===== src/hw/rtl/alm_pkg.sv =====
// Shared constants, types and a helper function of the array linked list manager.
package alm_pkg;

    localparam int NODE_COUNT = 32;
    localparam int IDX_W      = (NODE_COUNT > 1) ? $clog2(NODE_COUNT) : 1;
    localparam int PTR_W      = IDX_W + 1;
    localparam int CNT_W      = $clog2(NODE_COUNT + 1);

    localparam int VALUE_W  = 32;
    localparam int OPCODE_W = 3;
    localparam int STATUS_W = 2;
    localparam int POS_W    = 5;
    localparam int COUNT_W  = 6;

    localparam logic [OPCODE_W-1:0] OP_PUSH_FRONT = 3'd0;
    localparam logic [OPCODE_W-1:0] OP_PUSH_BACK  = 3'd1;
    localparam logic [OPCODE_W-1:0] OP_REMOVE     = 3'd2;
    localparam logic [OPCODE_W-1:0] OP_FIND       = 3'd3;
    localparam logic [OPCODE_W-1:0] OP_CLEAR      = 3'd4;

    localparam logic [STATUS_W-1:0] ST_OK   = 2'd0;
    localparam logic [STATUS_W-1:0] ST_FULL = 2'd1;
    localparam logic [STATUS_W-1:0] ST_MISS = 2'd2;

    // A node index with a valid flag; a cleared flag means null.
    typedef struct packed {
        logic             ok;
        logic [IDX_W-1:0] idx;
    } ptr_t;

    typedef enum logic [2:0] {
        S_IDLE,
        S_DECODE,
        S_TAKE,
        S_WALK_TAIL,
        S_WALK,
        S_RELEASE,
        S_FINISH
    } state_t;

    // Commands from the controller to the datapath.
    typedef struct packed {
        logic                load;
        logic                start_take;
        logic                start_walk;
        logic                advance;
        logic                take_front;
        logic                take_back;
        logic                link_tail;
        logic                unlink;
        logic                release_node;
        logic                clear;
        logic                set_status;
        logic [STATUS_W-1:0] status_val;
        logic                set_pos;
        logic                out_load;
    } cmd_t;

    // Status from the datapath to the controller.
    typedef struct packed {
        logic [OPCODE_W-1:0] op;
        logic                free_ok;
        logic                head_ok;
        logic                link_ok;
        logic                match;
        logic                tail_more;
        logic                walk_more;
        logic                out_free;
    } stat_t;

    // Link of a node that has not been written since the last clear:
    // entry i points to i+1, and the last entry is null.
    function automatic ptr_t link_default(input logic [IDX_W-1:0] idx);
        int unsigned nxt;
        ptr_t        p;
        nxt   = int'(idx) + 1;
        p.ok  = (nxt < NODE_COUNT);
        p.idx = IDX_W'(nxt);
        return p;
    endfunction

endpackage


===== src/hw/rtl/array_linked_list_manager.sv =====
// Top level of the array linked list manager: controller plus datapath.
// Clear, a full push and an unused opcode need no list walk; push front takes a free
// node, push back also walks to the tail, and find and remove walk from the head
// until a match or the end of the list. The next request is taken in the cycle after
// the result is loaded. Reset is synchronous, active low, and empties the list.
module array_linked_list_manager (
    input  logic                               aclk,
    input  logic                               aresetn,
    input  logic                               s_valid,
    output logic                               s_ready,
    input  logic [alm_pkg::OPCODE_W-1:0]       s_opcode,
    input  logic signed [alm_pkg::VALUE_W-1:0] s_item_value,
    output logic                               m_valid,
    input  logic                               m_ready,
    output logic [alm_pkg::STATUS_W-1:0]       m_status,
    output logic [alm_pkg::POS_W-1:0]          m_found_position,
    output logic [alm_pkg::COUNT_W-1:0]        m_entry_count
);

    // The controller issues one command set per cycle and the datapath answers with
    // flags about the list pointers, the node just read and the result register.
    alm_pkg::cmd_t  cmd;
    alm_pkg::stat_t stat;

    // The controller takes a new request whenever it is idle. A finished result sits in
    // the datapath's output register, so the next request can be taken and worked on
    // while the previous result still waits for the downstream side.
    alm_controller u_ctrl (
        .aclk    (aclk),
        .aresetn (aresetn),
        .s_valid (s_valid),
        .s_ready (s_ready),
        .stat    (stat),
        .cmd     (cmd)
    );

    // The datapath holds the node value and link memories, the head and free-list
    // pointers, the entry count and the walk cursor. Links that were never written since
    // the last clear read as the rebuilt free chain, tracked by one valid bit per node.
    // This is why reset needs no clearing pass over the link memory.
    alm_datapath u_dp (
        .aclk             (aclk),
        .aresetn          (aresetn),
        .cmd              (cmd),
        .stat             (stat),
        .s_opcode         (s_opcode),
        .s_item_value     (s_item_value),
        .m_valid          (m_valid),
        .m_ready          (m_ready),
        .m_status         (m_status),
        .m_found_position (m_found_position),
        .m_entry_count    (m_entry_count)
    );

endmodule


===== src/hw/rtl/alm_ram.sv =====
// Generic single-write, single-read RAM with registered read data.
module alm_ram #(
    parameter int WIDTH = 8,
    parameter int DEPTH = 16
) (
    input  logic                     clk,
    input  logic                     we,
    input  logic [$clog2(DEPTH)-1:0] waddr,
    input  logic [WIDTH-1:0]         wdata,
    input  logic [$clog2(DEPTH)-1:0] raddr,
    output logic [WIDTH-1:0]         rdata
);

    logic [WIDTH-1:0] mem [DEPTH];

    always_ff @(posedge clk) begin
        if (we) begin
            mem[waddr] <= wdata;
        end
        rdata <= mem[raddr];
    end

endmodule


===== src/hw/rtl/alm_datapath.sv =====
// Datapath of the list manager: node memories, list pointers, counters and result register.
module alm_datapath (
    input  logic                          aclk,
    input  logic                          aresetn,
    input  alm_pkg::cmd_t                 cmd,
    output alm_pkg::stat_t                stat,
    input  logic [alm_pkg::OPCODE_W-1:0]  s_opcode,
    input  logic signed [alm_pkg::VALUE_W-1:0] s_item_value,
    output logic                          m_valid,
    input  logic                          m_ready,
    output logic [alm_pkg::STATUS_W-1:0]  m_status,
    output logic [alm_pkg::POS_W-1:0]     m_found_position,
    output logic [alm_pkg::COUNT_W-1:0]   m_entry_count
);

    localparam int IDX_W = alm_pkg::IDX_W;
    localparam int CNT_W = alm_pkg::CNT_W;

    logic [alm_pkg::OPCODE_W-1:0] op_reg;
    logic [alm_pkg::VALUE_W-1:0]  val_reg;
    alm_pkg::ptr_t                head_reg, head_next;
    alm_pkg::ptr_t                free_reg, free_next;
    logic [CNT_W-1:0]             size_reg, size_next;
    logic [IDX_W-1:0]             cur_reg, cur_next;
    alm_pkg::ptr_t                prev_reg, prev_next;
    logic [CNT_W-1:0]             steps_reg, steps_next;
    logic [IDX_W-1:0]             new_reg;
    logic [alm_pkg::STATUS_W-1:0] status_reg;
    logic [alm_pkg::POS_W-1:0]    pos_reg;
    logic [alm_pkg::NODE_COUNT-1:0] written_reg;

    logic                         out_valid_reg;
    logic [alm_pkg::STATUS_W-1:0] out_status_reg;
    logic [alm_pkg::POS_W-1:0]    out_pos_reg;
    logic [alm_pkg::COUNT_W-1:0]  out_count_reg;

    logic                         link_we;
    logic [IDX_W-1:0]             link_waddr;
    alm_pkg::ptr_t                link_wdata;
    logic [IDX_W-1:0]             raddr;
    logic [IDX_W-1:0]             raddr_reg;
    logic                         rd_written_reg;
    logic [alm_pkg::PTR_W-1:0]    link_rdata;
    alm_pkg::ptr_t                link_out;
    logic                         val_we;
    logic [alm_pkg::VALUE_W-1:0]  val_rdata;

    alm_ram #(.WIDTH(alm_pkg::PTR_W), .DEPTH(alm_pkg::NODE_COUNT)) u_link_ram (
        .clk   (aclk),
        .we    (link_we),
        .waddr (link_waddr),
        .wdata (link_wdata),
        .raddr (raddr),
        .rdata (link_rdata)
    );

    alm_ram #(.WIDTH(alm_pkg::VALUE_W), .DEPTH(alm_pkg::NODE_COUNT)) u_value_ram (
        .clk   (aclk),
        .we    (val_we),
        .waddr (free_reg.idx),
        .wdata (val_reg),
        .raddr (raddr),
        .rdata (val_rdata)
    );

    // An entry not written since the last clear reads as its rebuilt free-chain link.
    assign link_out = rd_written_reg ? alm_pkg::ptr_t'(link_rdata)
                                     : alm_pkg::link_default(raddr_reg);

    always_comb begin
        if (cmd.start_take) begin
            raddr = free_reg.idx;
        end else if (cmd.start_walk) begin
            raddr = head_reg.idx;
        end else if (cmd.advance) begin
            raddr = link_out.idx;
        end else begin
            raddr = cur_reg;
        end
    end

    always_comb begin
        link_we    = 1'b0;
        link_waddr = cur_reg;
        link_wdata = link_out;
        if (cmd.take_front) begin
            link_we    = 1'b1;
            link_waddr = free_reg.idx;
            link_wdata = head_reg;
        end else if (cmd.take_back) begin
            link_we    = 1'b1;
            link_waddr = free_reg.idx;
            link_wdata = '0;
        end else if (cmd.link_tail) begin
            link_we    = 1'b1;
            link_wdata = '{ok: 1'b1, idx: new_reg};
        end else if (cmd.unlink && prev_reg.ok) begin
            link_we    = 1'b1;
            link_waddr = prev_reg.idx;
        end else if (cmd.release_node) begin
            link_we    = 1'b1;
            link_wdata = free_reg;
        end
    end

    assign val_we = cmd.take_front | cmd.take_back;

    always_comb begin
        head_next  = head_reg;
        free_next  = free_reg;
        size_next  = size_reg;
        cur_next   = cur_reg;
        prev_next  = prev_reg;
        steps_next = steps_reg;
        if (cmd.clear) begin
            head_next = '0;
            free_next = '{ok: 1'b1, idx: '0};
            size_next = '0;
        end
        if (cmd.take_front || cmd.take_back) begin
            free_next = link_out;
            size_next = size_reg + 1'b1;
            if (cmd.take_front || !head_reg.ok) begin
                head_next = '{ok: 1'b1, idx: free_reg.idx};
            end
        end
        if (cmd.unlink && !prev_reg.ok) begin
            head_next = link_out;
        end
        if (cmd.release_node) begin
            free_next = '{ok: 1'b1, idx: cur_reg};
            if (size_reg != '0) begin
                size_next = size_reg - 1'b1;
            end
        end
        if (cmd.start_walk) begin
            cur_next   = head_reg.idx;
            prev_next  = '0;
            steps_next = '0;
        end else if (cmd.advance) begin
            cur_next   = link_out.idx;
            prev_next  = '{ok: 1'b1, idx: cur_reg};
            steps_next = steps_reg + 1'b1;
        end
    end

    always_ff @(posedge aclk) begin
        if (!aresetn) begin
            head_reg      <= '0;
            free_reg      <= '{ok: 1'b1, idx: '0};
            size_reg      <= '0;
            written_reg   <= '0;
            out_valid_reg <= 1'b0;
        end else begin
            head_reg <= head_next;
            free_reg <= free_next;
            size_reg <= size_next;
            if (cmd.clear) begin
                written_reg <= '0;
            end else if (link_we) begin
                written_reg[link_waddr] <= 1'b1;
            end
            if (cmd.out_load) begin
                out_valid_reg <= 1'b1;
            end else if (m_ready) begin
                out_valid_reg <= 1'b0;
            end
        end
    end

    always_ff @(posedge aclk) begin
        cur_reg        <= cur_next;
        prev_reg       <= prev_next;
        steps_reg      <= steps_next;
        raddr_reg      <= raddr;
        rd_written_reg <= written_reg[raddr];
        if (cmd.load) begin
            op_reg     <= s_opcode;
            val_reg    <= s_item_value;
            status_reg <= alm_pkg::ST_OK;
            pos_reg    <= '0;
        end else begin
            if (cmd.set_status) begin
                status_reg <= cmd.status_val;
            end
            if (cmd.set_pos) begin
                pos_reg <= alm_pkg::POS_W'(steps_reg);
            end
        end
        if (cmd.take_back) begin
            new_reg <= free_reg.idx;
        end
        if (cmd.out_load) begin
            out_status_reg <= status_reg;
            out_pos_reg    <= pos_reg;
            out_count_reg  <= alm_pkg::COUNT_W'(size_reg);
        end
    end

    assign stat.op        = op_reg;
    assign stat.free_ok   = free_reg.ok;
    assign stat.head_ok   = head_reg.ok;
    assign stat.link_ok   = link_out.ok;
    assign stat.match     = (val_rdata == val_reg);
    assign stat.tail_more = (steps_reg < CNT_W'(alm_pkg::NODE_COUNT));
    assign stat.walk_more = (({1'b0, steps_reg} + 1'b1) < (CNT_W + 1)'(alm_pkg::NODE_COUNT));
    assign stat.out_free  = !out_valid_reg || m_ready;

    assign m_valid          = out_valid_reg;
    assign m_status         = out_status_reg;
    assign m_found_position = out_pos_reg;
    assign m_entry_count    = out_count_reg;

endmodule


===== src/hw/rtl/alm_controller.sv =====
// Controller state machine that sequences each list operation through the datapath.
module alm_controller (
    input  logic           aclk,
    input  logic           aresetn,
    input  logic           s_valid,
    output logic           s_ready,
    input  alm_pkg::stat_t stat,
    output alm_pkg::cmd_t  cmd
);

    alm_pkg::state_t state_reg, state_next;

    always_ff @(posedge aclk) begin
        if (!aresetn) begin
            state_reg <= alm_pkg::S_IDLE;
        end else begin
            state_reg <= state_next;
        end
    end

    always_comb begin
        state_next = state_reg;
        cmd        = '0;
        s_ready    = 1'b0;
        unique case (state_reg)
            alm_pkg::S_IDLE: begin
                s_ready = 1'b1;
                if (s_valid) begin
                    cmd.load   = 1'b1;
                    state_next = alm_pkg::S_DECODE;
                end
            end
            alm_pkg::S_DECODE: begin
                state_next = alm_pkg::S_FINISH;
                unique case (stat.op) inside
                    alm_pkg::OP_PUSH_FRONT, alm_pkg::OP_PUSH_BACK: begin
                        if (!stat.free_ok) begin
                            cmd.set_status = 1'b1;
                            cmd.status_val = alm_pkg::ST_FULL;
                        end else begin
                            cmd.start_take = 1'b1;
                            state_next     = alm_pkg::S_TAKE;
                        end
                    end
                    alm_pkg::OP_REMOVE, alm_pkg::OP_FIND: begin
                        if (!stat.head_ok) begin
                            cmd.set_status = 1'b1;
                            cmd.status_val = alm_pkg::ST_MISS;
                        end else begin
                            cmd.start_walk = 1'b1;
                            state_next     = alm_pkg::S_WALK;
                        end
                    end
                    alm_pkg::OP_CLEAR: begin
                        cmd.clear = 1'b1;
                    end
                    default: begin
                    end
                endcase
            end
            alm_pkg::S_TAKE: begin
                state_next = alm_pkg::S_FINISH;
                if (stat.op == alm_pkg::OP_PUSH_FRONT) begin
                    cmd.take_front = 1'b1;
                end else begin
                    cmd.take_back = 1'b1;
                    if (stat.head_ok) begin
                        cmd.start_walk = 1'b1;
                        state_next     = alm_pkg::S_WALK_TAIL;
                    end
                end
            end
            alm_pkg::S_WALK_TAIL: begin
                if (stat.link_ok && stat.tail_more) begin
                    cmd.advance = 1'b1;
                end else begin
                    cmd.link_tail = 1'b1;
                    state_next    = alm_pkg::S_FINISH;
                end
            end
            alm_pkg::S_WALK: begin
                if (stat.match) begin
                    if (stat.op == alm_pkg::OP_FIND) begin
                        cmd.set_pos = 1'b1;
                        state_next  = alm_pkg::S_FINISH;
                    end else begin
                        cmd.unlink = 1'b1;
                        state_next = alm_pkg::S_RELEASE;
                    end
                end else if (stat.link_ok && stat.walk_more) begin
                    cmd.advance = 1'b1;
                end else begin
                    cmd.set_status = 1'b1;
                    cmd.status_val = alm_pkg::ST_MISS;
                    state_next     = alm_pkg::S_FINISH;
                end
            end
            alm_pkg::S_RELEASE: begin
                cmd.release_node = 1'b1;
                state_next       = alm_pkg::S_FINISH;
            end
            alm_pkg::S_FINISH: begin
                if (stat.out_free) begin
                    cmd.out_load = 1'b1;
                    state_next   = alm_pkg::S_IDLE;
                end
            end
            default: begin
                state_next = alm_pkg::S_IDLE;
            end
        endcase
    end

endmodule


===== config.mk =====
export PLATFORM = sky130hd
export DESIGN_NAME = array_linked_list_manager
export DESIGN_NICKNAME = d
export VERILOG_FILES = /design/src/hw/rtl/alm_pkg.sv /design/src/hw/rtl/array_linked_list_manager.sv /design/src/hw/rtl/alm_ram.sv /design/src/hw/rtl/alm_datapath.sv /design/src/hw/rtl/alm_controller.sv
export SDC_FILE = /design/constraint.sdc
export NUM_CORES = 2
export LEC_CHECK = 0
export BUFFER_PORTS_ARGS = -buffer_cell sky130_fd_sc_hd__buf_4
export CAP_MARGIN = 20
export CELL_PAD_IN_SITES_DETAIL_PLACEMENT = 1
export CELL_PAD_IN_SITES_GLOBAL_PLACEMENT = 2
export CORE_MARGIN = 2
export CORE_UTILIZATION = 48
export DETAILED_ROUTE_END_ITERATION = 7
export HOLD_SLACK_MARGIN = 0.1
export PLACE_DENSITY = 0.91
export SLEW_MARGIN = 15
export SYNTH_ARGS = -nofsm -noshare
export SYNTH_HDL_FRONTEND = slang
export SYNTH_HIERARCHICAL = 1
export SYNTH_SLANG_ARGS = --single-unit

===== constraint.sdc =====
create_clock -name aclk -period 6.16 [get_ports aclk]
set_clock_uncertainty 0.1 [all_clocks]
set_input_delay 0.924 -clock aclk [delete_from_list [all_inputs] [get_ports aclk]]
set_output_delay 0.924 -clock aclk [all_outputs]
set_load 0.01 [all_outputs]

==> Word level (Yosys, flattened, before mapping) <==
Memories as Yosys holds them, arrays and structs flattened. A register that Yosys moved wholly into a read port is not among the register bits.
Cells that the tools add are included.
{ "word_totals": {"inputBits": 39, "ramBits": 1216, "ff_bits": 137, "mem_count": 2, "out_inout_bits": 15, "wordCells": 162} }
{ "classes": {"n_bitwise": 3, "n_mux": 87, "reduce_logical": 22, "addsub": 5, "order_cmp": 6, "eq_ne": 15} }
{ "memory_table": {"columns": ["memory", "depth", "word_bits", "rd", "rd_clocked_by_memory_dff", "write_ports", "line_no", "rtl"], "rows": [
  ["u_dp.u_value_ram.mem", 32, 32, 1, 1, 1, "alm_ram.sv:14", "logic [WIDTH-1:0] mem [DEPTH];"],
  ["u_dp.u_link_ram.mem", 32, 6, 1, 1, 1, "alm_ram.sv:14", null]
]} }
{ "ops": {"columns": ["operator", "count"], "rows": [
  ["$mux W6", 16],
  ["$mux W1", 40],
  ["$mux W5", 8],
  ["$mux W3", 12],
  ["$eq A32 B32 Y1", 1],
  ["$lt A32 B6 Y1 const B", 1],
  ["$or A32 B32 Y32", 1],
  ["$pmux W3 S7", 1],
  ["$pmux W3 S2", 3],
  ["$add A6 B1 Y6 const B", 2],
  ["$eq A3 B2 Y1 const B", 4],
  ["$eq A3 B3 Y1 const B", 4],
  ["$lt A5 B6 Y1 const B", 2],
  ["$reduce_or A2 Y1", 4],
  ["$add A6 B1 Y7 const B", 1],
  ["$lt A7 B6 Y1 const B", 1],
  ["$add A5 B1 Y6 const B", 1],
  ["$eq A3 B1 Y1 const B", 2],
  ["$logic_not A3 Y1", 2],
  ["$lt A6 B6 Y1 const B", 1],
  ["$mux W2", 3],
  ["$ne A2 B2 Y1 const B", 3],
  ["$reduce_bool A6 Y1", 1],
  ["$sub A6 B1 Y6 const B", 1],
  ["other kinds (13)", 23]
]} }

==> Depth between registers and ports, before layout <==
{ "logic_depth": {"ltp_word": 14, "ltp_mapped": 20, "depth_no_buf": 16} }

==> Cells and area by module <==
Netlist, hierarchy kept.
{ "modules_own_cells": {"columns": ["mod", "cells_per_inst", "instances", "seq_area_each_um2", "area_per_inst_um2"], "rows": [
  ["alm_ram (u_dp.u_value_ram)", 2260, 1, 31390.1, 40485.1],
  ["alm_ram (u_dp.u_link_ram)", 323, 1, 5885.6, 7589.8],
  ["alm_datapath", 589, 1, 3213.1, 5980.7],
  ["alm_controller", 62, 1, 60.1, 437.9]
]} }

==> Worst setup path before layout <==
No wires, ideal clock.
{ "synth_path": {"path_kind": "reg2reg", "from": "register u_ctrl.state_reg[2]", "to": "memory u_dp/u_value_ram/mem[28][0] in the netlist's numbering (enable)", "path_buffers": 4, "path_stages_with_launch": 11, "setup_slack_ps": 1467, "arrival_ps": 4172, "synth_period_minus_slack_ps": 4693, "t_required_ps": 5639, "setup_time_ps": 421, "path_cell_list": "dfxtp_1 buf_2 or2b_1 nor3_1 nor2_1 inv_1 clkbuf_1 buf_1 or3b_2 clkbuf_1 nor2_1"} }
{ "synth_lines": {"columns": ["item", "line_no", "rtl"], "rows": [
  ["start: declaration", "alm_controller.sv:11", "alm_pkg::state_t state_reg, state_next;"],
  ["start signal: assignment", "alm_controller.sv:15", "state_reg <= alm_pkg::S_IDLE;"],
  ["start signal: assignment", "alm_controller.sv:17", "state_reg <= state_next;"],
  ["end: declaration", "alm_ram.sv:14", null]
]} }

==> metrics.cfg <==
[synth]
synth.avg_cell_area_um2=16.9
ys_ff_latch=1391
synthAdderAreaFrac_pct=0.115
ys_async_sr_fraction_pct=0
yosysWarnings=6
synth_nets=3278
syn_inst=3234
synth_edf_count=1269
synth-compound-area-share_pct=5.46
synth_seq_area_share_pct=74.4
ys_types=74
synthMuxAreaShare_pct=12.7
synth_area_mm2=0.0545
synthSimpleGateAreaFrac_pct=4.73
synth_top_family_by_area=multiplexers
synth_ff_type=edfxtp_1
yosys.area_share.xor_xnor_pct=0.643

[worst_setup_path]
critPathCaptureType=flip-flop
rrSetupSlack_ns=0.18
cp-start-kind=flip-flop
arrival_ns=6.27
rr_startpoint=u_dp/val_reg[31]
cp_data_required_time_ns=6.45
setup.worst_path.class=flip-flop to flip-flop
regToRegEndpoint=u_dp/u_link_ram/mem[27][3]
path_max_fanout=33
r2r_cells=12

[final_layout]
stdcell_area_mm2=0.0621
final_common_cell=edfxtp_1
layout-drive-gt1-share_pct=15.0
area_growth_pct=13.9
finalNetCount=3446
top_register=u_dp/u_value_ram/mem
layout_common_cells=edfxtp_1 (1269), mux2i_1 (546), buf_4 (167), a21oi_1 (158), clkbuf_16 (143)
largest_register_ffs=1024
top_regs=u_dp/u_value_ram/mem (1024), u_dp/u_link_ram/mem (192)

[flow_run]
maxCapViolations=0

[sta]
period_minus_slack_ns=5.98
whs_ns=0.236
finalHoldViolations=0
setup_viol=0
tightest_slew_ns=1.17
period_share_pct=97.1
timing.slew.headroom_pct=22.1
rsz0062_at_grt=no
slew_viol_final=0
tns_ns=0
max_freq_mhz=167

[power_and_ir_drop]
p_leak_nw=21.7
p_per_area_mw_per_mm2=545
irDropWorstVdd_uv=669

[die]
die_x_um=341
num_rows=123
die_area_mm2=0.116
ios=54
initial_utilization_pct=48.4
core_mm2=0.112
die_h_um=341

[drt]
drc=0
viasPerCell=6.21
wire_per_inst_um=31.0
drt_pre_antenna_iters=5
drtAntennaViolNets=0
vias=31200
drt_iter0_drc=3479
wirelength_mm=156

[placement]
gp_congestion=0.799
dp_hpwl_mm=87.7
place_area_mm2=0.0574
io_buffers=53

[cts]
insertion_delay_ns=0.78
clock_path_buffers=3
htreeDepth=4
clkTransAtPathRegs_ns=0.06
cts_made_buffers=140
cts_tree=done
root_buffer=clkbuf_16
cts_resized=0
postCtsHoldBufs=0
clock_sinks=1391

[worst_hold_path]
hold_start=s_opcode[2]
hold_path_end=u_dp/op_reg[2]
min_delay_path_depth=1
hp-class=input port to flip-flop

[global_routing]
grt.total_usage_pct=26.7
grt_overflow=0
grt_pass1_vias=33200
antenna_found_initial=1
grt_first_pass_wirelength_mm=226
grt_max_degree=135

[status]
status=finished, final reports clean

worst max path at each step:
stage	start	endpoint	slack, ns
global placement	u_dp/val_reg[16]	u_dp/u_link_ram/mem[15][1]	0.51
global route	u_dp/val_reg[3]	u_dp/u_link_ram/mem[27][3]	0.05
finish	u_dp/val_reg[31]	u_dp/u_link_ram/mem[27][3]	0.18
detailed placement	u_dp/val_reg[25]	u_dp/u_link_ram/mem[2][2]	0.21
CTS	u_dp/val_reg[25]	u_dp/u_link_ram/mem[27][3]	0.16
floorplan	u_ctrl/state_reg[2]	u_dp/u_value_ram/mem[28][0]	1.47
cells by family (layout without fill, tap and decap cells):
group                    count (synthesis)  after routing
buffers and inverters                  193            479
AND/OR/NAND/NOR                        554            554
flip-flops                            1391           1391
XOR/XNOR                                40             40
multiplexers                           613            613
AO/OA/AOI/OAI                          438            438
adder cells (fa/ha/maj)                  5              5
other                                    0              2
power breakdown:
part	switching [mW]	internal (mW)	leakage, nW	total (mW)
Sequential	0.412	11.5	12.4	11.9
Clock	3.65	4.88	2.22	8.53
Combinational	8.36	5.00	7.01	13.4
synth_stat cells, drive strengths merged, types with 3 or more instances:
cell / instances / area (µm²)
mux4: 60 / 1350
nor2b: 12 / 75.1
nand3: 107 / 536
buf: 101 / 722
nor2: 162 / 608
a22oi: 96 / 721
inv: 21 / 78.8
clkbuf: 69 / 267
a211oi: 12 / 103
and3: 4 / 25.0
nor3b: 7 / 52.6
edfxtp: 1269 / 38100
nor3: 51 / 255
nand2: 143 / 544
or3b: 6 / 52.6
mux2: 6 / 67.6
nand3b: 15 / 113
nand2b: 11 / 68.8
a311oi: 4 / 35.0
a31oi: 36 / 225
a2bb2oi: 3 / 43.8
mux2i: 547 / 5480
a22o: 66 / 578
a21oi: 160 / 805
a221oi: 8 / 82.6
xor2: 39 / 342
a21o: 4 / 30.0
o21ai: 26 / 138
dfxtp: 122 / 2440
ha: 5 / 62.6
nor4: 12 / 75.1
o31ai: 6 / 63.8
nand4: 5 / 31.3
or3: 7 / 43.8
stage by stage:
| stage | cells | util (%) | setup WS, ns | power, mW |
|---|---|---|---|---|
| after floorplan | 3234 | - | 1.47 | 21.0 |
| after global placement | 4754 | 51.0 | 0.512 | 24.6 |
| after detailed placement | 4754 | 51.0 | 0.215 | 25.2 |
| after CTS | 5014 | 55.1 | 0.159 | 33.8 |
| after global routing | 5020 | 55.2 | 0.0469 | 35.0 |
| final | 5022 | 55.2 | 0.181 | 33.8 |
critical path: stages (launching register included):
cell and delay [ns]:
edfxtp_1 0.37, buf_4 0.25, xor2_1 0.20, nor4_1 0.74, nand4_1 0.24, nor2_1 0.47, nand4_1 0.20, a21oi_1 0.33
nand3b_1 0.37, mux2i_1 0.21, o21ai_0 0.73, nand3_1 0.69, nor2_1 0.72
per-layer routing:
layer / track usage (%) / wire length [µm] / vias to the layer above
met5: 0 / 0 / -
met4: 11.9 / 6880 / 0
met3: 4.13 / 11800 / 377
met2: 45.6 / 78300 / 1524
met1: 33.9 / 58900 / 16200
li1: - / - / 13000
repair_timing:
item	4_1_cts	5_1_grt
setup buffers	0	5
setup endpoints to repair	0	104
endpoints found under the hold margin	0	0
cell type report:
class / instances / area, µm²
diodes: 2 / 5.00
clock buffers: 204 / 3920
clock inverters: 56 / 633
fillers: 10200 / 50400
inverters: 23 / 113
multi-input cells: 1650 / 13200
flip-flops and latches: 1391 / 40500
well taps: 1500 / 1880
repair buffers: 196 / 1790
Note: power is estimated with default switching activity, not from simulation.
